### src/rtl/dlt_ram.sv
// Generic single-port-write, single-port-read RAM with registered read data.
// No dependencies.
`timescale 1ns / 1ps

module dlt_ram #(
    parameter int WIDTH = 8,
    parameter int DEPTH = 256
) (
    input  logic                     clk,
    input  logic                     we,
    input  logic [$clog2(DEPTH)-1:0] waddr,
    input  logic [WIDTH-1:0]         wdata,
    input  logic [$clog2(DEPTH)-1:0] raddr,
    output logic [WIDTH-1:0]         rdata
);

    logic [WIDTH-1:0] mem [DEPTH];

    always_ff @(posedge clk)
    begin
        if (we)
        begin
            mem[waddr] <= wdata;
        end
        rdata <= mem[raddr];
    end

endmodule

### config.mk
export PLATFORM = sky130hd
export DESIGN_NAME = dlt_ram
export DESIGN_NICKNAME = d
export VERILOG_FILES = /design/src/rtl/dlt_ram.sv
export SDC_FILE = /design/constraint.sdc
export NUM_CORES = 2
export LEC_CHECK = 0
export BUFFER_PORTS_ARGS = -buffer_cell sky130_fd_sc_hd__buf_2
export CORE_MARGIN = 2
export CORE_UTILIZATION = 40
export CTS_BUF_LIST = sky130_fd_sc_hd__clkbuf_4 sky130_fd_sc_hd__clkbuf_8
export DETAILED_ROUTE_END_ITERATION = 10
export SYNTH_ARGS = -nofsm -noshare
export SYNTH_HDL_FRONTEND = slang
export SYNTH_SLANG_ARGS = --single-unit
### constraint.sdc
create_clock -name clk -period 3.7 [get_ports clk]
set_clock_uncertainty 0.2 [all_clocks]
set_input_delay 0 -clock clk [delete_from_list [all_inputs] [get_ports clk]]
set_output_delay 0 -clock clk [all_outputs]
set_load 0.03 [all_outputs]
==> flow_metrics.tcl <==
set metrics [dict create \
    status "finished, final reports clean" \
    power.internal_mw 36.8 \
    layout_setup_ws_ns 0.108 \
    initialDrtViolationCount 4795 \
    fin_crit_ns 3.59 \
    path_class "register to register" \
    clkPwrFrac_pct 40.1 \
    tns_ns 0 \
    required_ns 4.39 \
    tightest_slew_ns 1.22 \
    avgSynthCellArea_um2 21.3 \
    synthCells 3733 \
    hold_viol_final 0 \
    p_leak_nw 28.7 \
    syn_area_mm2 0.0796 \
    max-clock-path-buffers 4 \
    grt_pass1_wl_um 297000 \
    ys.warnings.count 0 \
    grt_pass1_vias 40800 \
    synth_area_leader_cell "edfxtp_1" \
    swShare_pct 22.1 \
    p_comb_share_pct 5.4 \
    finalPower_mw 47.2 \
    synth_cell_types 55 \
    dp_slack_ns -0.656 \
    timing.final.crit_share_pct 97.1 \
    fmax_mhz 278 \
    cts_tree "built" \
    stdcell_area_mm2 0.0913 \
    arrival_ns 4.28 \
    overflow 0 \
    drive_gt1_share_pct 29.4 \
    dp_hpwl_um 127000 \
    rows 163 \
    antenna_found_initial 10 \
    viasPerCell 5.69 \
    synth_ff_type "edfxtp_1" \
    vias 40400 \
    numCtsBuffers 343 \
    setup_viol 0 \
    crit_fanout 1 \
    cts.sink_count 2056 \
    syn2layout_area_growth_pct 14.8 \
    globalplace.congestion 0.877 \
    synth_area_leaders "edfxtp_1, mux4_2, mux2i_1" \
    grt_setup_unrepaired "no" \
    coreArea_mm2 0.197 \
    root_buffer "clkbuf_8" \
    synth_edf_count 2048 \
    dieWidth_um 450 \
    ys_seq_elements 2056 \
    end_kind "register" \
    fill_cells 16500 \
    start_util_pct 40.3 \
    clock_latency_ns 1.08 \
    routed_wirelength_um 208000 \
    ir_drop_mv 0.427 \
    synth_top_cell_area_share_pct 77.3 \
    port_buffers 33 \
    dp_cells 6474 \
    syn_nets 3759 \
    maxCapViolCount 0 \
    final_cells 7111 \
    post_cts_buffers 0 \
    synthArstFlopShare_pct 0 \
    p_per_area_mw_per_mm2 517 \
    drv_slew 0 \
    placed_cell_area_mm2 0.0843 \
    ios 34 \
    wl_per_cell_um 29.3 \
    ant_nets 0 \
    grt_use_total_pct 20.4 \
    dieArea_mm2 0.202 \
    nNetsFinal 4259 \
    max-slew-margin-rel_pct 17.8 \
    holdCritPathClass "primary input to register" \
    grt_max_degree 115 \
    dr.pass1.iters 6 \
    h-tree-depth 5 \
    dieHeight_um 450 \
    clk_pin_slew_ns 0.06 \
    power_frac_seq_pct 54.5 \
    route.detailed.drc 0 \
    p_switching_mw 10.4 \
    yosysSeqAreaShare_pct 77.5 \
    start_kind "register" \
]
==> metal layers <==
layer | global-route usage, % | share of wire [%] | vias to the layer above
li1 | - | - | 16700
met1 | 28.7 | 41 | 21500
met2 | 31.9 | 47 | 1838
met3 | 4.50 | 8.6 | 347
met4 | 6.30 | 2.8 | 0
met5 | 0 | 0 | -
==> final timing paths <==
check | slack, ns | cells after the start | endpoint | from
worst max-delay path | 0.11 | 6 | rdata[3] | mem[80][3]
worst min-delay path | 0.24 | 4 | mem[247][6] | waddr[4]
worst max register to register | 0.11 | 6 | rdata[3] | mem[80][3]
worst min register to register | 0.89 | 5 | rdata[1] | mem[6][1]
==> power by group through the flow <==
stage	Sequential (mW)	Combinational, mW	Clock (mW)
finish	25.7	2.54	18.9
global route	25.7	2.67	20.4
CTS	25.7	2.55	19.3
detailed placement	26.2	2.45	0
global placement	26.2	2.43	0
floorplan	26.2	1.25	0
==> critical path: stages (launching register included) <==
cell and delay (ns):
edfxtp_1 0.36, mux4_2 0.47, a22o_1 0.28, a221oi_1 0.85, o32ai_1 0.45, nor3_1 0.67
nor4_1 0.14
==> area by class of cell <==
class                           count  area, µm²  area share [%]
Tap cell                         2640       3300            3.62
Inverter                            2       7.51         0.00822
Antenna cell                       11       27.5          0.0301
Clock inverter                    121        704           0.771
Sequential cell                  2056      61700            67.5
Timing Repair Buffer              388       3560            3.90
Clock buffer                      451       5580            6.11
Multi-Input combinational cell   1442      16500            18.1
==> registers in the layout, indices dropped and copies added, names as in the netlist <==
name	count
mem	2048
rdata	8
==> kinds of logic after synthesis <==
logic type / count (synthesis) / synth area share, %
AO/OA/AOI/OAI: 385 / 3.42
buffers and inverters: 235 / 1.83
flip-flops: 2056 / 77.5
multiplexers: 591 / 14.6
AND/OR/NAND/NOR: 466 / 2.63
==> repair_timing <==
| item | CTS | global route |
|---|---|---|
| setup endpoints to repair | 0 | 1 |
| endpoints found under the hold margin | 3968 | 0 |
| gates resized for setup | 0 | 1 |
| hold buffers | 54 | 0 |
==> placed cells by master, fill, tap and decap left out, types with 78 or more instances in the layout <==
cell and count:
clkbuf_4 101, mux4_2 454, buf_4 274, a21oi_1 96
clkbuf_8 350, edfxtp_1 2048, a22oi_1 133, clkinv_1 78
mux2i_1 134, nor2_1 279
==> stage by stage <==
step | hold WS, ns | utilization (%)
floorplan | -0.101 | -
global placement | 0.221 | 42.7
detailed placement | 0.227 | 42.7
CTS | 0.136 | 46.2
global route | 0.193 | 46.3
finish | 0.240 | 46.3
==> Yosys cell counts (16+ instances only) <==
master and count:
buf_1 22, a22oi_1 133, nor3_1 22, edfxtp_1 2048, mux2i_1 134, o22ai_1 28, buf_2 31, nand3_1 34
nor2b_1 31, buf_6 21, a21oi_1 96, mux4_2 454, clkbuf_1 111, buf_4 27, nor4_1 24, nor2_1 282
a211oi_1 16, nand2_1 33, o221ai_1 46
Power figures use the tool's default switching activity.
