**src/rtl/dlt_pkg.sv**
```systemverilog
// Package for the DHCP lease table: widths, codes, sequencer states and
// the slot evaluation result type. No dependencies.
`timescale 1ns / 1ps

package dlt_pkg;

    localparam int MAX_POOL_DEF = 256;
    localparam int MAC_W        = 48;
    localparam int TIME_W       = 32;
    localparam int EXP_W        = 33;
    localparam int IP_W         = 32;
    localparam int CFG_W        = 32;
    localparam int CFG_IDX_W    = 2;
    localparam int POOL_CNT_W   = 9;
    localparam logic [TIME_W-1:0] LEASE_TIME_RST = 32'd3600;

    localparam logic [CFG_IDX_W-1:0] CFG_POOL_START = 2'd0;
    localparam logic [CFG_IDX_W-1:0] CFG_POOL_COUNT = 2'd1;
    localparam logic [CFG_IDX_W-1:0] CFG_LEASE_TIME = 2'd2;

    localparam logic REQ_DISCOVER = 1'b0;
    localparam logic REQ_REQUEST  = 1'b1;

    typedef enum logic [1:0] {
        ST_OK,
        ST_EMPTY,
        ST_DUP,
        ST_UNKNOWN
    } status_t;

    typedef enum logic [2:0] {
        S_IDLE,
        S_PASS,
        S_DECIDE,
        S_ALLOC,
        S_DONE
    } state_t;

    typedef struct packed {
        logic expired;
        logic live;
        logic match;
    } slot_eval_t;

endpackage

```
**src/rtl/dlt_slot_eval.sv**
```systemverilog
// Shared compare unit: judges one lease slot against the current time and
// the requested MAC. Depends on dlt_pkg.
`timescale 1ns / 1ps

module dlt_slot_eval
    import dlt_pkg::*;
(
    input  logic              slot_valid,
    input  logic [EXP_W-1:0]  slot_expiry,
    input  logic [MAC_W-1:0]  slot_mac,
    input  logic [MAC_W-1:0]  req_mac,
    input  logic [TIME_W-1:0] now_time,
    output slot_eval_t        result
);

    logic old;

    assign old            = slot_expiry < {1'b0, now_time};
    assign result.expired = slot_valid && old;
    assign result.live    = slot_valid && !old;
    assign result.match   = slot_valid && !old && (slot_mac == req_mac);

endmodule

```
**config.mk**
```make
export PLATFORM = sky130hd
export DESIGN_NAME = dlt_slot_eval
export DESIGN_NICKNAME = d
export VERILOG_FILES = /design/src/rtl/dlt_pkg.sv /design/src/rtl/dlt_slot_eval.sv
export SDC_FILE = /design/constraint.sdc
export NUM_CORES = 1
export LEC_CHECK = 0
export BUFFER_PORTS_ARGS = -buffer_cell sky130_fd_sc_hd__buf_2
export CAP_MARGIN = 20
export CORE_MARGIN = 4
export CORE_UTILIZATION = 35
export DETAILED_ROUTE_END_ITERATION = 8
export PLACE_DENSITY = 0.93
export SYNTH_ARGS = -nofsm -noshare
export SYNTH_HDL_FRONTEND = slang
export SYNTH_SLANG_ARGS = --single-unit
```
**constraint.sdc**
```tcl
create_clock -name vclk -period 1.7
set_input_delay 0.085 -clock vclk [all_inputs]
set_output_delay 0.085 -clock vclk [all_outputs]
set_load 0.03 [all_outputs]
```
==> results.toml, run 1 <==
[power_and_ir_drop]
power_per_cell_area_nw_per_um2 = 239
leakagePower_uw = 0.00137
fin_total_pwr_uw = 639
vdd.ir_drop.worst_mv = 0.148

[timing]
finalCritPeriodShare_pct = 102
finalHoldViolCount = 0
finalSetupViolCount = 1
final.setup.worst_slack_ns = -0.0312
rsz0062_at_grt = "yes"
max_clock_freq_mhz = 578
fin_crit_ns = 1.73
relSlewSlack_pct = 77.6
drv_slew = 0
finalSetupTns_ns = -0.0312
tightest_slew_ns = 0.333
hold_ws_ns = 0.532

[synth]
synth.largest_area_cell = "xnor2_1"
synthSimpleGateAreaFrac_pct = 18.9
synth_top_family_by_area = "XOR/XNOR gates"
netlist_instances = 179
synth_area_leaders = "xnor2_1 31%, ha_1 28%, inv_1 9.0%, nand4_1 8.7%, a21oi_1 4.7%"
yosysWarnings = 0
synthXorXnorAreaFrac_pct = 30.6
synthAdderAreaFrac_pct = 28.3
syn-num-nets = 372
yosys.cell_types.count = 25
synth_top_cell_area_share_pct = 30.6
synth_compound_area_share_pct = 13.2
avgSynthCellArea_um2 = 7.67
seq_area_frac_synth_pct = 0
synth_area_um2 = 1370
synthMuxAreaShare_pct = 0

[grt]
grt_pass1_wl_um = 8890
antenna_found_initial = 0
grt_pass1_vias = 2102
grt-ovfl-total = 0
globalRouteTotalUtil_pct = 20.9
grt_max_degree = 4

[finish]
final_util_pct = 72.1
area_growth_pct = 95.2
n_clock_buffer = 0
nFillCells = 287
antenna_cells = 0
sequential_cell_area_um2 = 0
layout.nets = 548
seq_cells = 0
final_cell_mix = "152 x buf_2, 48 x xnor2_1, 19 x inv_1, 19 x nand4_1, 16 x ha_4"
drive_above_1_share_pct = 62.3
layout_commonest_cell = "buf_2"

[placed_design]
gp_congestion = 0.854
hpwl_um = 4850
pre_cts_slack_ns = -0.198
port_buffers = 165

[floorplan]
dieArea_um2 = 4990
io_pins = 165
initial_utilization_pct = 36.9
die_width_um = 70.6
core_um2 = 3720
placementRows = 22
die_h_um = 70.6

[worst_setup_path]
crit_path_end_kind = "primary output"
arrival_ns = 1.65
crit_fanout = 3
cpMaxStageDelayCell = "a221o_1"
cp_slowest_stage_delay_ns = 0.34
crit_chain = "buf_2 -> ha_4 -> nand4_1 -> nor2_1 -> a221o_1 -> o31ai_4 -> and3_4 -> buf_6"
path_delay_family = "compound AO/OA/AOI/OAI gates"
startpoint_type = "input port"
path_class = "in -> out"
timing.critical_path.buf_inv = 2
required_ns = 1.62

[run_status]
violations = "negative setup slack"
status = "complete, but fails checks"

[detailed_routing]
routed_wl_um = 5690
viasPerCell = 4.86
via_count = 1949
drcViolationCount = 0
drt_iter0_markers = 37
routedWlPerCell_um = 14.2
detail-route-antenna-nets = 0
drt_pass1_iterations = 4

[flow_run]
drv_cap = 0

[worst_hold_path]
hold_end = "result[0]"
hold_path.class = "in -> out"
whs_path_depth = 4
min_from = "slot_valid"

[cts]
holdBufCountCts = 0
==> metal layers <==
layer	vias to the layer above	share of wire (%)	track usage, %
met5	-	0	0
met4	0	1.4	2.92
met3	10	7.0	2.41
met2	84	56	44.3
met1	882	36	21.9
li1	973	-	-
==> cells in the mapped netlist (all sizes together), types with 2 or more instances <==
master	instances
a21o	2
nand3	3
nand2	7
a21oi	14
nor4	5
nand4	19
inv	33
xnor2	48
ha	31
o21ai	4
==> worst max-delay path by stage <==
stage	depth (start not counted)	slack [ns]	start	to
after floorplan	7	-0.006	now_time[15]	result[2]
after global placement	8	-0.18	slot_expiry[8]	result[2]
after detailed placement	8	-0.20	slot_expiry[15]	result[2]
after CTS	9	-0.03	now_time[6]	result[2]
after global routing	9	-0.11	now_time[27]	result[2]
final	8	-0.03	slot_expiry[15]	result[2]
==> timing repair <==
action / 4_1_cts / 5_1_grt
hold endpoints to repair: 0 / 0
pin swaps: 23 / 6
endpoints found under the setup margin: 3 / 3
gates resized for setup: 49 / 12
setup buffers: 1 / 0
cloned: 0 / 0
==> through the flow <==
step           area (um^2)  cells
2_1_floorplan         1380    179
3_3_place_gp          2330    400
3_5_place_dp          2330    400
4_1_cts               2600    401
5_1_grt               2680    401
6_report              2680    401
==> logic make-up (layout without fill, tap and decap cells) <==
family | Yosys count | count (layout)
compound gates | 27 | 27
xor+xnor | 48 | 48
simple gates | 40 | 40
fa+ha+maj | 31 | 31
buf+inv | 33 | 207
==> power breakdown <==
group	total [uW]	leakage, uW	switching [uW]	internal (uW)
logic	639	0.00137	267	372
registers	0	0	0	0
clock network	0	0	0	0
total	639	0.00137	267	372
==> area by class of cell <==
class	count	area (um^2)	share of cell area [%]
multi-input cells	146	1510	56.3
repair buffers	174	978	36.5
inverters	33	131	4.90
well taps	48	60.1	2.24
Note: power is estimated with default switching activity, not from simulation.
==> inputs of run 2 (changes only) <==
Settings changed: PLACE_DENSITY 0.93 to 0.87, REMOVE_ABC_BUFFERS set to 1.
==> results.toml, run 2 (same netlist as run 1, synthesis figures left out) <==
[power_and_ir_drop]
power_per_cell_area_nw_per_um2 = 234
leakagePower_uw = 0.00137
fin_total_pwr_uw = 610
vdd.ir_drop.worst_mv = 0.143

[floorplan]
initial_utilization_pct = 36.9
die_h_um = 70.6
dieArea_um2 = 4990
io_pins = 165
core_um2 = 3720
die_width_um = 70.6
placementRows = 22

[grt]
grt_max_degree = 4
grt-ovfl-total = 0
grt_pass1_wl_um = 8340
antenna_found_initial = 0
globalRouteTotalUtil_pct = 19.6
grt_pass1_vias = 2080

[detailed_routing]
drt_iter0_markers = 34
routed.top_layer = "met4"
detail-route-antenna-nets = 0
routed_wl_um = 5290
wl_met3_um = 507
routedWlPerCell_um = 13.2
wl_met1_um = 1690
via_count = 1936
wl_met2_um = 2960
drcViolationCount = 0
viasPerCell = 4.82
drt_pass1_iterations = 4

[finish]
sequential_cell_area_um2 = 0
final_cell_mix = "152 x buf_2, 48 x xnor2_1, 22 x inv_1, 19 x nand4_1, 19 x ha_1"
drive_above_1_share_pct = 59.3
area_growth_pct = 89.9
layout_commonest_cell = "buf_2"
final_cells = 402
n_clock_buffer = 0
nFillCells = 303
antenna_cells = 0
seq_cells = 0
layout.nets = 549
final_util_pct = 70.1

[worst_setup_path]
startpoint_type = "input port"
crit_fanout = 3
crit_path_end_kind = "primary output"
cpMaxStageDelayCell = "ha_4"
required_ns = 1.62
path_class = "in -> out"
crit_chain = "buf_2 -> ha_4 -> nand4_1 -> buf_4 -> nor4_4 -> a31oi_1 -> o211a_2 -> and3_4 -> buf_6"
arrival_ns = 1.66
cp_slowest_stage_delay_ns = 0.27

[timing]
finalCritPeriodShare_pct = 102
finalSetupViolCount = 3
fin_crit_ns = 1.74
drv_slew = 0
rsz0062_at_grt = "yes"
max_clock_freq_mhz = 574
tightest_slew_ns = 0.341
finalSetupTns_ns = -0.0903
final.setup.worst_slack_ns = -0.0416
finalHoldViolCount = 0
relSlewSlack_pct = 77.1

[run_status]
violations = "negative setup slack"
status = "complete, but fails checks"

[placed_design]
pre_cts_slack_ns = -0.197
gp_congestion = 0.791
hpwl_um = 4560
port_buffers = 165
dp_cells = 399

[flow_run]
drv_cap = 0

[worst_hold_path]
hold_end = "result[0]"
hold_path.class = "in -> out"
min_from = "slot_valid"
whs_path_depth = 4
==> run 2: per-layer routing <==
layer	global-route usage, %	vias to the layer above
met5	0	-
met4	3.34	0
met3	3.27	12
met2	41.0	97
met1	20.3	851
li1	-	976
==> run 2: repair_timing <==
action                                  in CTS  in global routing
hold buffers                                 0                  0
setup buffers                                3                  0
gates resized for setup                     40                 10
pin swaps                                   20                  7
endpoints found under the setup margin       3                  3
==> run 2: worst max path at each step <==
| stage | cells after the start | to | start | slack [ns] |
|---|---|---|---|---|
| 2_1_floorplan | 7 | result[0] | now_time[28] | -0.05 |
| 3_3_place_gp | 8 | result[2] | slot_expiry[15] | -0.14 |
| 3_5_place_dp | 9 | result[1] | now_time[15] | -0.20 |
| 4_1_cts | 9 | result[2] | now_time[15] | -0.006 |
| 5_1_grt | 10 | result[1] | now_time[11] | -0.12 |
| 6_report | 9 | result[2] | slot_expiry[14] | -0.04 |
==> run 2: worst max-delay path, delay by kind of cell <==
family / cells / cell delay, ns
compound gates: 2 / 0.30
buf+inv: 3 / 0.43
simple gates: 3 / 0.57
fa+ha+maj: 1 / 0.27
==> run 2: cell type report <==
class / instances / area [um^2] / share of cell area, %
inverters: 33 / 131 / 5.04
multi-input cells: 146 / 1430 / 55.0
well taps: 48 / 60.1 / 2.30
repair buffers: 175 / 982 / 37.7
==> run 2: metrics by stage <==
step	area [um^2]	hold slack (ns)
6_report	2610	0.535
5_1_grt	2610	0.559
4_1_cts	2560	0.541
3_5_place_dp	2310	0.546
3_3_place_gp	2310	0.539
2_1_floorplan	1370	0.341
==> run 2: where the power goes <==
group	internal (uW)	switching, uW	total, uW
Clock	0	0	0
Combinational	359	251	610
Sequential	0	0	0
==> inputs of run 3 (changes only) <==
Settings changed: CORE_UTILIZATION 35 to 32, PLACE_DENSITY 0.87 to 0.84.
Clock period 1.7 ns to 1.5 ns, I/O delays scaled along.
==> results.toml, run 3 (same netlist as run 1, synthesis figures left out) <==
[run_status]
status = "complete, but fails checks"
violations = "negative setup slack"

[detailed_routing]
routed_wl_um = 5340
drcViolationCount = 0
drt_iter0_markers = 33
viasPerCell = 4.60
via_count = 1850
routedWlPerCell_um = 13.3
drt_pass1_iterations = 6
detail-route-antenna-nets = 0

[worst_setup_path]
required_ns = 1.42
startpoint_type = "input port"
crit_fanout = 3
path_class = "in -> out"
crit_path_end_kind = "primary output"
arrival_ns = 1.67

[placed_design]
gp_congestion = 0.810
dp_cells = 400
hpwl_um = 4740
port_buffers = 165

[floorplan]
die_h_um = 73.5
initial_utilization_pct = 33.6
io_pins = 165
placementRows = 23
dieArea_um2 = 5400
die_width_um = 73.5
core_um2 = 4090

[finish]
area_growth_pct = 92.8
layout_commonest_cell = "buf_2"
multiInputGateArea_um2 = 1480
seq_cells = 0
final_cells = 402
n_clock_buffer = 0
sequential_cell_area_um2 = 0
drive_above_1_share_pct = 61.1
nFillCells = 347
layout.nets = 547
final_cell_mix = "152 x buf_2, 48 x xnor2_1, 21 x inv_1, 19 x nand4_1, 16 x ha_1"
antenna_cells = 0

[grt]
grt_max_degree = 4
grt-ovfl-total = 0
antenna_found_initial = 0
grt_pass1_wl_um = 8330
grt_pass1_vias = 2053
globalRouteTotalUtil_pct = 19.1

[power_and_ir_drop]
intPower_uw = 415
clockPowerShare_pct = 0
seq_power_share_pct = 0
vdd.ir_drop.worst_mv = 0.160
power_per_cell_area_nw_per_um2 = 266
power_switching_uw = 289
p_sw_share_pct = 41.1
fin_total_pwr_uw = 703
p_comb_share_pct = 100.0
leakagePower_uw = 0.00136

[worst_hold_path]
min_from = "slot_valid"
hold_end = "result[1]"
hold_path.class = "in -> out"
whs_path_depth = 3

[flow_run]
drv_cap = 0

[timing]
fin_crit_ns = 1.74
relSlewSlack_pct = 76.9
finalHoldViolCount = 0
final.setup.worst_slack_ns = -0.242
tightest_slew_ns = 0.343
drv_slew = 0
finalSetupViolCount = 3
rsz0062_at_grt = "yes"
max_clock_freq_mhz = 574
hold_ws_ns = 0.554
finalCritPeriodShare_pct = 116

[cts]
holdBufCountCts = 0
[run 3: per-layer routing]
metal	global-route usage, %	wire length (um)
met5	0	0
met4	3.22	114
met3	2.33	454
met2	40.9	2890
met1	19.1	1880
[run 3: final cells by class]
class                           count  share of cell area (%)
Inverter                           33                    5.15
Multi-Input combinational cell    146                    55.8
Tap cell                           50                    2.36
Timing Repair Buffer              173                    36.7
[run 3: worst max-delay path by stage]
stage / from / endpoint / slack [ns] / cells after the start
5_1_grt: now_time[14] / result[2] / -0.31 / 9
4_1_cts: now_time[14] / result[2] / -0.17 / 9
3_5_place_dp: slot_expiry[8] / result[2] / -0.35 / 8
3_3_place_gp: slot_expiry[8] / result[2] / -0.32 / 8
6_report: now_time[10] / result[2] / -0.24 / 9
2_1_floorplan: now_time[28] / result[0] / -0.23 / 7
[run 3: per-stage QoR]
stage               worst slack (ns)  cell area, um^2  setup TNS (ns)  utilization [%]
floorplan                     -0.234             1370          -0.602                -
global placement              -0.321             2310          -0.836             56.4
detailed placement            -0.346             2310          -0.997             56.4
CTS                           -0.172             2590          -0.470             63.3
global route                  -0.309             2650          -0.909             64.8
finish                        -0.242             2650          -0.614             64.8
[run 3: worst max-delay path: stages]
cell	delay, ns
buf_6	0.09
inv_2	0.06
ha_4	0.20
nand4_1	0.15
nor2_1	0.07
a221o_1	0.35
o31ai_4	0.30
and3_4	0.24
buf_6	0.13
[run 3: timing repair]
item / in CTS / in global routing
resized for setup: 48 / 14
endpoints found under the setup margin: 3 / 3
buffers inserted: 2 / 0
pin swaps: 25 / 5
[run 3: power by group through the flow]
stage               Combinational, uW  Clock [uW]  Sequential, uW
CTS                               684           0               0
finish                            703           0               0
detailed placement                592           0               0
floorplan                         292           0               0
global route                      781           0               0
global placement                  573           0               0
